### src/sv/slfp_pkg.sv
// ============================================================================
// slfp_pkg
// Shared types, constants and the crc-8 byte update for the sync/length frame
// parser.
// ============================================================================
package slfp_pkg;

    localparam int DATA_W     = 8;
    localparam int LEN_W      = 7;
    localparam int IDX_W      = 6;
    localparam int CNT_W      = 32;
    localparam int STATUS_W   = 2;
    localparam int CFG_IDX_W  = 2;
    localparam int CFG_DATA_W = 8;
    localparam int HDR_LEN_W  = 16;

    // configuration register indexes
    localparam logic [CFG_IDX_W-1:0] CFG_SYNC_FIRST   = 2'd0;
    localparam logic [CFG_IDX_W-1:0] CFG_SYNC_SECOND  = 2'd1;
    localparam logic [CFG_IDX_W-1:0] CFG_LENGTH_LIMIT = 2'd2;

    localparam logic [DATA_W-1:0] SYNC_FIRST_RST   = 8'hAA;
    localparam logic [DATA_W-1:0] SYNC_SECOND_RST  = 8'h55;
    localparam logic [LEN_W-1:0]  LENGTH_LIMIT_RST = 7'd64;

    // result status codes
    localparam logic [STATUS_W-1:0] STATUS_GOOD    = 2'd0;
    localparam logic [STATUS_W-1:0] STATUS_CRC_ERR = 2'd1;
    localparam logic [STATUS_W-1:0] STATUS_LEN_ERR = 2'd2;

    localparam logic [DATA_W-1:0] CRC_POLY = 8'h07;
    localparam logic [DATA_W-1:0] CRC_MSB  = 8'h80;

    typedef struct packed {
        logic [DATA_W-1:0] rx_byte;
    } rx_t;

    typedef struct packed {
        logic [STATUS_W-1:0] status;
        logic [DATA_W-1:0]   frame_type;
        logic [LEN_W-1:0]    frame_length;
        logic [DATA_W-1:0]   payload_byte;
        logic [IDX_W-1:0]    byte_index;
        logic                last;
        logic [CNT_W-1:0]    resync_count;
    } res_t;

    typedef enum logic [3:0] {
        ST_SYNC_A,
        ST_SYNC_B,
        ST_TYPE,
        ST_LEN_LO,
        ST_LEN_HI,
        ST_BODY,
        ST_CHECK,
        ST_EMIT_RD,
        ST_EMIT_WR
    } state_t;

    typedef enum logic [1:0] {
        RES_DATA,
        RES_EMPTY,
        RES_CRC_ERR,
        RES_LEN_ERR
    } res_kind_t;

    typedef struct packed {
        logic      ld_type;
        logic      ld_len_lo;
        logic      ld_len_hi;
        logic      crc_upd;
        logic      wr_body;
        logic      rd_clr;
        logic      rd_inc;
        logic      cnt_inc;
        logic      out_load;
        res_kind_t kind;
    } cmd_t;

    typedef struct packed {
        logic is_first;
        logic is_second;
        logic len_over;
        logic len_zero;
        logic body_last;
        logic crc_ok;
        logic len_empty;
        logic emit_last;
        logic out_free;
    } sts_t;

    // msb-first crc-8 over one byte
    function automatic logic [DATA_W-1:0] crc_byte(input logic [DATA_W-1:0] crc,
                                                   input logic [DATA_W-1:0] b);
        logic [DATA_W-1:0] v;
        v = crc ^ b;
        for (int i = 0; i < DATA_W; i++)
        begin
            if ((v & CRC_MSB) != '0)
            begin
                v = (v << 1) ^ CRC_POLY;
            end
            else
            begin
                v = v << 1;
            end
        end
        return v;
    endfunction

endpackage

### src/sv/slfp_stream_if.sv
// ============================================================================
// slfp_stream_if
// Valid/ready channel carrying one payload struct per request.
// ============================================================================
interface slfp_stream_if #(
    parameter type payload_t = logic
);
    logic     valid;
    logic     ready;
    payload_t payload;

    modport source (output valid, output payload, input ready);
    modport sink   (input valid, input payload, output ready);
endinterface

### src/sv/slfp_datapath.sv
// ============================================================================
// slfp_datapath
// Configuration registers, header/crc registers, payload memory, reject
// counter and the output register.
// ============================================================================
module slfp_datapath #(
    parameter int PAYLOAD_DEPTH = 64
) (
    input  logic                            clk,
    input  logic                            rst_n,
    input  logic                            cfg_we,
    input  logic [slfp_pkg::CFG_IDX_W-1:0]  cfg_index,
    input  logic [slfp_pkg::CFG_DATA_W-1:0] cfg_data,
    input  logic [slfp_pkg::DATA_W-1:0]     rx_byte,
    input  slfp_pkg::cmd_t                  cmd,
    output slfp_pkg::sts_t                  sts,
    output logic                            out_valid,
    input  logic                            out_ready,
    output slfp_pkg::res_t                  out_payload
);
    localparam int AW = (PAYLOAD_DEPTH > 1) ? $clog2(PAYLOAD_DEPTH) : 1;
    localparam logic [slfp_pkg::LEN_W-1:0] DEPTH_LEN = slfp_pkg::LEN_W'(PAYLOAD_DEPTH);

    logic [slfp_pkg::DATA_W-1:0] sync_first_reg, sync_second_reg;
    logic [slfp_pkg::LEN_W-1:0]  limit_reg;
    logic [slfp_pkg::DATA_W-1:0] type_reg, len_lo_reg, crc_reg, crc_next;
    logic [slfp_pkg::LEN_W-1:0]  len_reg, fill_reg, rd_idx_reg;
    logic [slfp_pkg::DATA_W-1:0] rd_data_reg;
    logic [slfp_pkg::CNT_W-1:0]  reject_reg, reject_next;
    logic                        out_valid_reg;
    slfp_pkg::res_t              out_reg, out_next;
    logic [slfp_pkg::DATA_W-1:0] mem [PAYLOAD_DEPTH];

    logic [slfp_pkg::LEN_W-1:0]     lim;
    logic [slfp_pkg::HDR_LEN_W-1:0] hdr_len;
    logic                           out_free;

    always_ff @(posedge clk or negedge rst_n)
    begin
        if (!rst_n)
        begin
            sync_first_reg  <= slfp_pkg::SYNC_FIRST_RST;
            sync_second_reg <= slfp_pkg::SYNC_SECOND_RST;
            limit_reg       <= slfp_pkg::LENGTH_LIMIT_RST;
        end
        else if (cfg_we)
        begin
            case (cfg_index)
                slfp_pkg::CFG_SYNC_FIRST:   sync_first_reg  <= cfg_data;
                slfp_pkg::CFG_SYNC_SECOND:  sync_second_reg <= cfg_data;
                slfp_pkg::CFG_LENGTH_LIMIT: limit_reg       <= cfg_data[slfp_pkg::LEN_W-1:0];
                default: ;
            endcase
        end
    end

    assign lim      = (limit_reg > DEPTH_LEN) ? DEPTH_LEN : limit_reg;
    assign hdr_len  = {rx_byte, len_lo_reg};
    assign out_free = !out_valid_reg || out_ready;

    always_comb
    begin
        sts.is_first  = (rx_byte == sync_first_reg);
        sts.is_second = (rx_byte == sync_second_reg);
        sts.len_over  = (hdr_len > slfp_pkg::HDR_LEN_W'(lim));
        sts.len_zero  = (hdr_len == '0);
        sts.body_last = ({1'b0, fill_reg} + 8'd1) >= {1'b0, len_reg};
        sts.crc_ok    = (crc_reg == rx_byte);
        sts.len_empty = (len_reg == '0);
        sts.emit_last = ({1'b0, rd_idx_reg} + 8'd1) == {1'b0, len_reg};
        sts.out_free  = out_free;
    end

    always_comb
    begin
        crc_next = crc_reg;
        if (cmd.ld_type)
        begin
            crc_next = slfp_pkg::crc_byte('0, rx_byte);
        end
        else if (cmd.crc_upd)
        begin
            crc_next = slfp_pkg::crc_byte(crc_reg, rx_byte);
        end
    end

    assign reject_next = cmd.cnt_inc ? reject_reg + 1'b1 : reject_reg;

    always_comb
    begin
        out_next              = '0;
        out_next.frame_type   = type_reg;
        out_next.last         = 1'b1;
        out_next.resync_count = reject_next;
        case (cmd.kind)
            slfp_pkg::RES_DATA:
            begin
                out_next.status       = slfp_pkg::STATUS_GOOD;
                out_next.frame_length = len_reg;
                out_next.payload_byte = rd_data_reg;
                out_next.byte_index   = rd_idx_reg[slfp_pkg::IDX_W-1:0];
                out_next.last         = sts.emit_last;
            end
            slfp_pkg::RES_EMPTY:   out_next.status = slfp_pkg::STATUS_GOOD;
            slfp_pkg::RES_CRC_ERR: out_next.status = slfp_pkg::STATUS_CRC_ERR;
            slfp_pkg::RES_LEN_ERR: out_next.status = slfp_pkg::STATUS_LEN_ERR;
            default:               out_next.status = slfp_pkg::STATUS_GOOD;
        endcase
    end

    always_ff @(posedge clk or negedge rst_n)
    begin
        if (!rst_n)
        begin
            crc_reg       <= '0;
            type_reg      <= '0;
            len_lo_reg    <= '0;
            len_reg       <= '0;
            fill_reg      <= '0;
            rd_idx_reg    <= '0;
            reject_reg    <= '0;
            out_valid_reg <= 1'b0;
        end
        else
        begin
            crc_reg    <= crc_next;
            reject_reg <= reject_next;
            if (cmd.ld_type)
            begin
                type_reg <= rx_byte;
            end
            if (cmd.ld_len_lo)
            begin
                len_lo_reg <= rx_byte;
            end
            if (cmd.ld_len_hi)
            begin
                // header length already checked against the limit
                len_reg  <= hdr_len[slfp_pkg::LEN_W-1:0];
                fill_reg <= '0;
            end
            else if (cmd.wr_body)
            begin
                fill_reg <= fill_reg + 1'b1;
            end
            if (cmd.rd_clr)
            begin
                rd_idx_reg <= '0;
            end
            else if (cmd.rd_inc)
            begin
                rd_idx_reg <= rd_idx_reg + 1'b1;
            end
            if (cmd.out_load)
            begin
                out_valid_reg <= 1'b1;
            end
            else if (out_ready)
            begin
                out_valid_reg <= 1'b0;
            end
        end
    end

    always_ff @(posedge clk)
    begin
        if (cmd.out_load)
        begin
            out_reg <= out_next;
        end
    end

    // payload memory, one write and one registered read port
    always_ff @(posedge clk)
    begin
        if (cmd.wr_body)
        begin
            mem[fill_reg[AW-1:0]] <= rx_byte;
        end
        rd_data_reg <= mem[rd_idx_reg[AW-1:0]];
    end

    assign out_valid   = out_valid_reg;
    assign out_payload = out_reg;

endmodule

### src/sv/slfp_ctrl.sv
// ============================================================================
// slfp_ctrl
// Frame state machine: sync hunt, header, body, crc check and burst readout.
// ============================================================================
module slfp_ctrl (
    input  logic           clk,
    input  logic           rst_n,
    input  logic           in_valid,
    output logic           in_ready,
    input  slfp_pkg::sts_t sts,
    output slfp_pkg::cmd_t cmd
);
    slfp_pkg::state_t state_reg, state_next;
    logic             accept;

    always_ff @(posedge clk or negedge rst_n)
    begin
        if (!rst_n)
        begin
            state_reg <= slfp_pkg::ST_SYNC_A;
        end
        else
        begin
            state_reg <= state_next;
        end
    end

    // outputs
    always_comb
    begin
        cmd      = '0;
        cmd.kind = slfp_pkg::RES_DATA;
        case (state_reg)
            slfp_pkg::ST_SYNC_A, slfp_pkg::ST_SYNC_B, slfp_pkg::ST_TYPE,
            slfp_pkg::ST_LEN_LO, slfp_pkg::ST_BODY:
                in_ready = 1'b1;
            // these phases may post a result and need the output slot
            slfp_pkg::ST_LEN_HI, slfp_pkg::ST_CHECK:
                in_ready = sts.out_free;
            default:
                in_ready = 1'b0;
        endcase
        accept = in_valid && in_ready;

        case (state_reg)
            slfp_pkg::ST_TYPE:
                cmd.ld_type = accept;
            slfp_pkg::ST_LEN_LO:
            begin
                cmd.ld_len_lo = accept;
                cmd.crc_upd   = accept;
            end
            slfp_pkg::ST_LEN_HI:
            begin
                cmd.crc_upd = accept;
                if (sts.len_over)
                begin
                    cmd.out_load = accept;
                    cmd.cnt_inc  = accept;
                    cmd.kind     = slfp_pkg::RES_LEN_ERR;
                end
                else
                begin
                    cmd.ld_len_hi = accept;
                end
            end
            slfp_pkg::ST_BODY:
            begin
                cmd.wr_body = accept;
                cmd.crc_upd = accept;
            end
            slfp_pkg::ST_CHECK:
            begin
                if (!sts.crc_ok)
                begin
                    cmd.out_load = accept;
                    cmd.cnt_inc  = accept;
                    cmd.kind     = slfp_pkg::RES_CRC_ERR;
                end
                else if (sts.len_empty)
                begin
                    cmd.out_load = accept;
                    cmd.kind     = slfp_pkg::RES_EMPTY;
                end
                else
                begin
                    cmd.rd_clr = accept;
                end
            end
            slfp_pkg::ST_EMIT_WR:
            begin
                cmd.out_load = sts.out_free;
                cmd.rd_inc   = sts.out_free;
                cmd.kind     = slfp_pkg::RES_DATA;
            end
            default: ;
        endcase
    end

    // next state
    always_comb
    begin
        state_next = state_reg;
        case (state_reg)
            slfp_pkg::ST_SYNC_A:
                if (accept && sts.is_first)
                begin
                    state_next = slfp_pkg::ST_SYNC_B;
                end
            slfp_pkg::ST_SYNC_B:
                if (accept)
                begin
                    // second sync wins; a repeated first sync keeps waiting
                    if (sts.is_second)
                    begin
                        state_next = slfp_pkg::ST_TYPE;
                    end
                    else if (!sts.is_first)
                    begin
                        state_next = slfp_pkg::ST_SYNC_A;
                    end
                end
            slfp_pkg::ST_TYPE:
                if (accept)
                begin
                    state_next = slfp_pkg::ST_LEN_LO;
                end
            slfp_pkg::ST_LEN_LO:
                if (accept)
                begin
                    state_next = slfp_pkg::ST_LEN_HI;
                end
            slfp_pkg::ST_LEN_HI:
                if (accept)
                begin
                    if (sts.len_over)
                    begin
                        state_next = slfp_pkg::ST_SYNC_A;
                    end
                    else if (sts.len_zero)
                    begin
                        state_next = slfp_pkg::ST_CHECK;
                    end
                    else
                    begin
                        state_next = slfp_pkg::ST_BODY;
                    end
                end
            slfp_pkg::ST_BODY:
                if (accept && sts.body_last)
                begin
                    state_next = slfp_pkg::ST_CHECK;
                end
            slfp_pkg::ST_CHECK:
                if (accept)
                begin
                    if (sts.crc_ok && !sts.len_empty)
                    begin
                        state_next = slfp_pkg::ST_EMIT_RD;
                    end
                    else
                    begin
                        state_next = slfp_pkg::ST_SYNC_A;
                    end
                end
            slfp_pkg::ST_EMIT_RD:
                state_next = slfp_pkg::ST_EMIT_WR;
            slfp_pkg::ST_EMIT_WR:
                if (sts.out_free)
                begin
                    state_next = sts.emit_last ? slfp_pkg::ST_SYNC_A : slfp_pkg::ST_EMIT_RD;
                end
            default:
                state_next = slfp_pkg::ST_SYNC_A;
        endcase
    end

endmodule

### src/sv/sync_length_frame_parser_crc8_top.sv
// ============================================================================
// sync_length_frame_parser_crc8_top
// Sync/length/crc-8 frame parser: hunts two sync bytes, reads type, length,
// payload and crc, then delivers the frame or an error result.
// ============================================================================
//  channel  role    request payload
//  rx       sink    rx_byte
//  res      source  status, frame_type, frame_length, payload_byte,
//                   byte_index, last, resync_count
//  cfg      write   cfg_we / cfg_index / cfg_data
//
//  one received byte is taken per cycle while a frame is being read in
//  a good frame's payload is read out of the payload memory byte by byte
//  (registered memory read, then output register); no input is taken
//  during that burst
//  the length-high and crc bytes wait for a free output register
//  reset is immediate; the payload memory needs no clearing
module sync_length_frame_parser_crc8_top #(
    parameter int PAYLOAD_DEPTH = 64
) (
    input  logic                            clk,
    input  logic                            rst_n,
    slfp_stream_if.sink                     rx,
    slfp_stream_if.source                   res,
    input  logic                            cfg_we,
    input  logic [slfp_pkg::CFG_IDX_W-1:0]  cfg_index,
    input  logic [slfp_pkg::CFG_DATA_W-1:0] cfg_data
);
    slfp_pkg::cmd_t cmd;
    slfp_pkg::sts_t sts;
    slfp_pkg::rx_t  rx_item;
    slfp_pkg::res_t res_item;

    assign rx_item     = rx.payload;
    assign res.payload = res_item;

    slfp_ctrl u_ctrl (
        .clk      (clk),
        .rst_n    (rst_n),
        .in_valid (rx.valid),
        .in_ready (rx.ready),
        .sts      (sts),
        .cmd      (cmd)
    );

    slfp_datapath #(
        .PAYLOAD_DEPTH (PAYLOAD_DEPTH)
    ) u_datapath (
        .clk         (clk),
        .rst_n       (rst_n),
        .cfg_we      (cfg_we),
        .cfg_index   (cfg_index),
        .cfg_data    (cfg_data),
        .rx_byte     (rx_item.rx_byte),
        .cmd         (cmd),
        .sts         (sts),
        .out_valid   (res.valid),
        .out_ready   (res.ready),
        .out_payload (res_item)
    );

endmodule

### src/flat_wrapper.sv
// flat-port wrapper written by rule: the top's interface ports become plain ports
module sync_length_frame_parser_crc8_top_flat import slfp_pkg::*;
#(
    parameter int PAYLOAD_DEPTH = 64
)
  (clk, rst_n, cfg_we, cfg_index, cfg_data, rx_valid, rx_payload, rx_ready, res_valid, res_payload, res_ready);
  slfp_stream_if #(.payload_t(rx_t)) rx_i ();
  slfp_stream_if #(.payload_t(res_t)) res_i ();
  input  logic clk;
  input  logic rst_n;
  input  logic cfg_we;
  input  logic [slfp_pkg::CFG_IDX_W-1:0] cfg_index;
  input  logic [slfp_pkg::CFG_DATA_W-1:0] cfg_data;
  input wire logic [$bits(rx_i.valid)-1:0] rx_valid;
  input wire logic [$bits(rx_i.payload)-1:0] rx_payload;
  output wire logic [$bits(rx_i.ready)-1:0] rx_ready;
  output wire logic [$bits(res_i.valid)-1:0] res_valid;
  output wire logic [$bits(res_i.payload)-1:0] res_payload;
  input wire logic [$bits(res_i.ready)-1:0] res_ready;
  assign rx_i.valid = rx_valid;
  assign rx_i.payload = rx_payload;
  assign rx_ready = rx_i.ready;
  assign res_valid = res_i.valid;
  assign res_payload = res_i.payload;
  assign res_i.ready = res_ready;
  sync_length_frame_parser_crc8_top #(.PAYLOAD_DEPTH(PAYLOAD_DEPTH)) u_core (.clk(clk), .rst_n(rst_n), .rx(rx_i), .res(res_i), .cfg_we(cfg_we), .cfg_index(cfg_index), .cfg_data(cfg_data));
endmodule
### config.mk
export PLATFORM = sky130hd
export DESIGN_NAME = sync_length_frame_parser_crc8_top_flat
export DESIGN_NICKNAME = d
export VERILOG_FILES = /design/src/sv/slfp_pkg.sv /design/src/sv/slfp_stream_if.sv /design/src/sv/slfp_datapath.sv /design/src/sv/slfp_ctrl.sv /design/src/sv/sync_length_frame_parser_crc8_top.sv /design/src/flat_wrapper.sv
export SDC_FILE = /design/constraint.sdc
export NUM_CORES = 1
export LEC_CHECK = 0
export BUFFER_PORTS_ARGS = -buffer_cell sky130_fd_sc_hd__buf_4
export CORE_ASPECT_RATIO = 0.9
export CORE_MARGIN = 2
export CORE_UTILIZATION = 56
export CTS_CLUSTER_DIAMETER = 120
export CTS_CLUSTER_SIZE = 28
export DETAILED_ROUTE_END_ITERATION = 10
export PLACE_DENSITY = 0.77
export SLEW_MARGIN = 20
export SYNTH_ARGS = -nofsm -noshare
export SYNTH_HDL_FRONTEND = slang
export SYNTH_SLANG_ARGS = --single-unit
### constraint.sdc
create_clock -name clk -period 6.7 [get_ports clk]
set_clock_uncertainty 0.05 [all_clocks]
set_input_delay 0.67 -clock clk [delete_from_list [all_inputs] [get_ports clk]]
set_output_delay 0.67 -clock clk [all_outputs]
set_load 0.05 [all_outputs]
==> impl_results.md <==
* CTS tree: built
* GRT Total Usage at a little under a quarter
* Placement Rows at 77
* Area Growth Syn to Fin at 7.60%
* Maximum clock insertion buffer count at 3
* Syn_area_per_cell at roughly 19 µm²
* Worst Setup End Kind: register
* Pin count of the biggest net entering global routing at 73
* Combinational power share at roughly 25%
* Tmin final at 3.76 ns
* Post-DP HPWL at ~37 mm
* DR vias at 13847
* Sequential cell area at between 0.02 and 0.025 mm²
* CP delay by family, top: compound AO/OA/AOI/OAI gates
* Hold WS at ~0.075 ns
* First-pass GRT wire length at 86.8 mm
* Area occupied by multi-input gates at around 0.0076 mm²
* Num CTS Buffers at 28
* Clock sink count at approximately 700
* Initial antenna violation count at 1
* Htree depth at 1
* Detailed Route Iter0 Violations at 1374
* Die ar. at 0.0519 mm²
* Syn Inst Count at around 1500
* Filler instances at ~3500
* Switching share of power at between 20% and 30%
* DRC at 0
* Most common cell after layout, fill and taps aside: edfxtp_1
* # setup viols final at 0
* Worst path most repeated cell: buf_4
* Syn. warnings at 0
* Final Hold Violating Endpoints at 0
* CTS root buf: clkbuf_16
* Data required, critical path at roughly 6.9 ns
* Detailed-route wire length per cell at around 25 µm
* Port bufs at between 80 and 90
* Slew @ Worst Pin at between 1 and 1.5 ns
* Worst EP arrival at between 3 and 4 ns
* Outcome: completed
* Sum of buffers and inverters on the critical path at 3
* # diodes at 0
* HP Class: input pin to async pin
* Clk pwr share at a little over a fifth
* Setup TNS at 0 ns
* Setup crit start kind: register
* Overflow after GRT at 0
* Async set-or-reset flop fraction in the synthesized netlist at 15.2%
* Worst path slowest cell: o21ai_4
* Fin crit share at 56.1%
* Number of flip-flops in the largest register at about 510
* DR vias/cell at 6.16
* Seq/Total Area, Yosys at around 72%
* Sequential Power Share at between 50% and 60%
* Top_reg_cell synth: edfxtp_1
* ANT nets after route at 0
* Pre-antenna DRT Iters at 5
* Max-slew violation count at 0
* Starting Density at a little under three fifths
* CTS resizes at 0
* Nets@finish at between 1500 and 2000
* NetSw at ~2.7 mW
* RSZ-0062 raised after global routing: false
* Most frequent cells in the layout: edfxtp_1 (576), mux4_2 (168), nor2_1 (108)
* Setup bufs post-CTS at 0
* Synth unique cells at 66
* Power Density at between 300 and 400 mW/mm²
* Final WL at approximately 57 mm
* Chip Width at ~240 µm
* Max Fanout on Critical Path at 39
* GP Congestion at 0.874
* I/O pin count at 89
* Mapped Area at 0.0280 mm²
* Peak Freq at around 270 MHz
* Core area at slightly below 0.05 mm²
* Cell internal pwr at ~6.9 mW
* Max cap viols at 0
* CP max stage delay at ~0.66 ns
* Hold-fix buffers, CTS at 0
* CTS clk-pin slew, worst paths at 0.11 ns
* Chip height at 216 µm
* EDFF count, synth at ~580
* Static leakage at 10.1 nW
* Clock latency on the worst-skew pair at ~0.63 ns
* Syn nets at between 1500 and 2000
* Vias in the first global route at 13756
* Layout cells sized above 1 at approximately 24%
* Worst path cell trace: inv_1 > ha_1 > nand4b_1 > nor2_1 > a221o_1 > a21oi_2 > a21oi_1 > buf_4 > o21ai_4 > buf_4
* Relative slew slack at about a quarter
* Setup Crit Path Kind: register to register
* Worst vdd ir at 0.221 mV
* Synth Register Bits at between 600 and 700
* Final Power at 9.60 mW
-- worst register-to-register path, cell delays in order, from the launching register on --
cell and delay, ns:
dfstp_2 0.56, inv_1 0.09, ha_1 0.33, nand4b_1 0.12
nor2_1 0.09, a221o_1 0.36, a21oi_2 0.26, a21oi_1 0.07
buf_4 0.22, o21ai_4 0.66, buf_4 0.56
-- cell usage after synthesis (all sizes together) (2+ instances only) --
cell     number  share of area (%)
edfxtp      576                 62
nand4b        2              0.062
xnor2        49                1.5
a31oi         5               0.11
buf          32               0.59
clkbuf       45               0.60
o2111ai       3              0.094
a211oi        2              0.054
o221ai        2              0.062
mux2i         2              0.071
nor3b         4               0.11
dfrtp        96                8.6
mux4        168                 13
and2         22               0.49
nor4b         2              0.062
o211ai        3              0.080
ha           25                1.1
inv          21               0.28
or3           5               0.13
and4          3               0.10
nand3b        6               0.16
xor2         53                1.7
nand4        15               0.33
nor4         10               0.30
nand2b        8               0.18
nor2        108                1.4
mux2         42                1.7
nand3        28               0.50
nor3         19               0.46
nor2b        12               0.27
o21ai        15               0.28
and3          9               0.22
nand2        57               0.79
a21o          4               0.11
dfxtp         8               0.57
a21oi        22               0.41
dfstp         9               0.84
o22ai         2              0.045
-- final cells by class --
cell class / instances / area share [%]
flip-flops and latches: 689 / 66.6
well taps: 671 / 2.78
multi-input cells: 721 / 25.1
repair buffers: 105 / 2.70
inverters: 22 / 0.274
clock inverters: 2 / 0.108
clock buffers: 38 / 2.45
-- metal layers --
layer	wire length [µm]	vias up	part of all wire [%]	global-route usage, %
met1	24000	7254	42	33.4
met3	4210	83	7.3	3.60
li1	-	5992	-	-
met5	0	-	0	0
met4	1710	0	3.0	6.34
met2	27400	518	48	35.5
-- stage by stage --
step | setup WS, ns | cell area (µm²) | cells | util [%]
floorplan | 1.04 | 28000 | 1509 | -
global placement | 2.55 | 29400 | 2208 | 59.6
detailed placement | 2.38 | 29400 | 2208 | 59.6
CTS | 2.94 | 30200 | 2248 | 61.1
global route | 2.72 | 30200 | 2248 | 61.2
finish | 2.94 | 30200 | 2248 | 61.2
-- kinds of logic after synthesis --
| logic type | synth area share, % |
|---|---|
| mux | 15.3 |
| flops | 71.7 |
| compound gates | 1.62 |
| simple gates | 5.67 |
| fa+ha+maj | 1.12 |
| xor+xnor | 3.19 |
| buf+inv | 1.49 |
-- final timing paths --
check | cells past startpoint | startpoint | slack [ns] | endpoint
max | 10 | u_core.u_datapath.limit_reg[6] | 2.94 | u_core.u_datapath.out_payload[41]
min | 1 | rst_n | 0.07 | u_core.u_datapath.limit_reg[1]
max reg2reg | 10 | u_core.u_datapath.limit_reg[6] | 2.94 | u_core.u_datapath.out_payload[41]
min reg2reg | 0 | u_core.u_datapath.type_reg[1] | 0.42 | u_core.u_datapath.out_payload[55]
max in group asynchronous | 2 | rst_n | 5.34 | u_core.u_datapath.reject_reg[31]
min in group clk | 2 | cfg_data[7] | 0.25 | u_core.u_datapath.sync_second_reg[7]
-- power groups by stage --
stage / sequential, mW / clock, mW / combinational (mW)
after floorplan: 5.16 / 0 / 1.81
after global placement: 5.32 / 0 / 2.32
after detailed placement: 5.32 / 0 / 2.37
after CTS: 5.23 / 2.04 / 2.38
after global routing: 5.27 / 2.18 / 2.54
final: 5.23 / 2.01 / 2.36
Note: power is estimated with default switching activity, not from simulation.
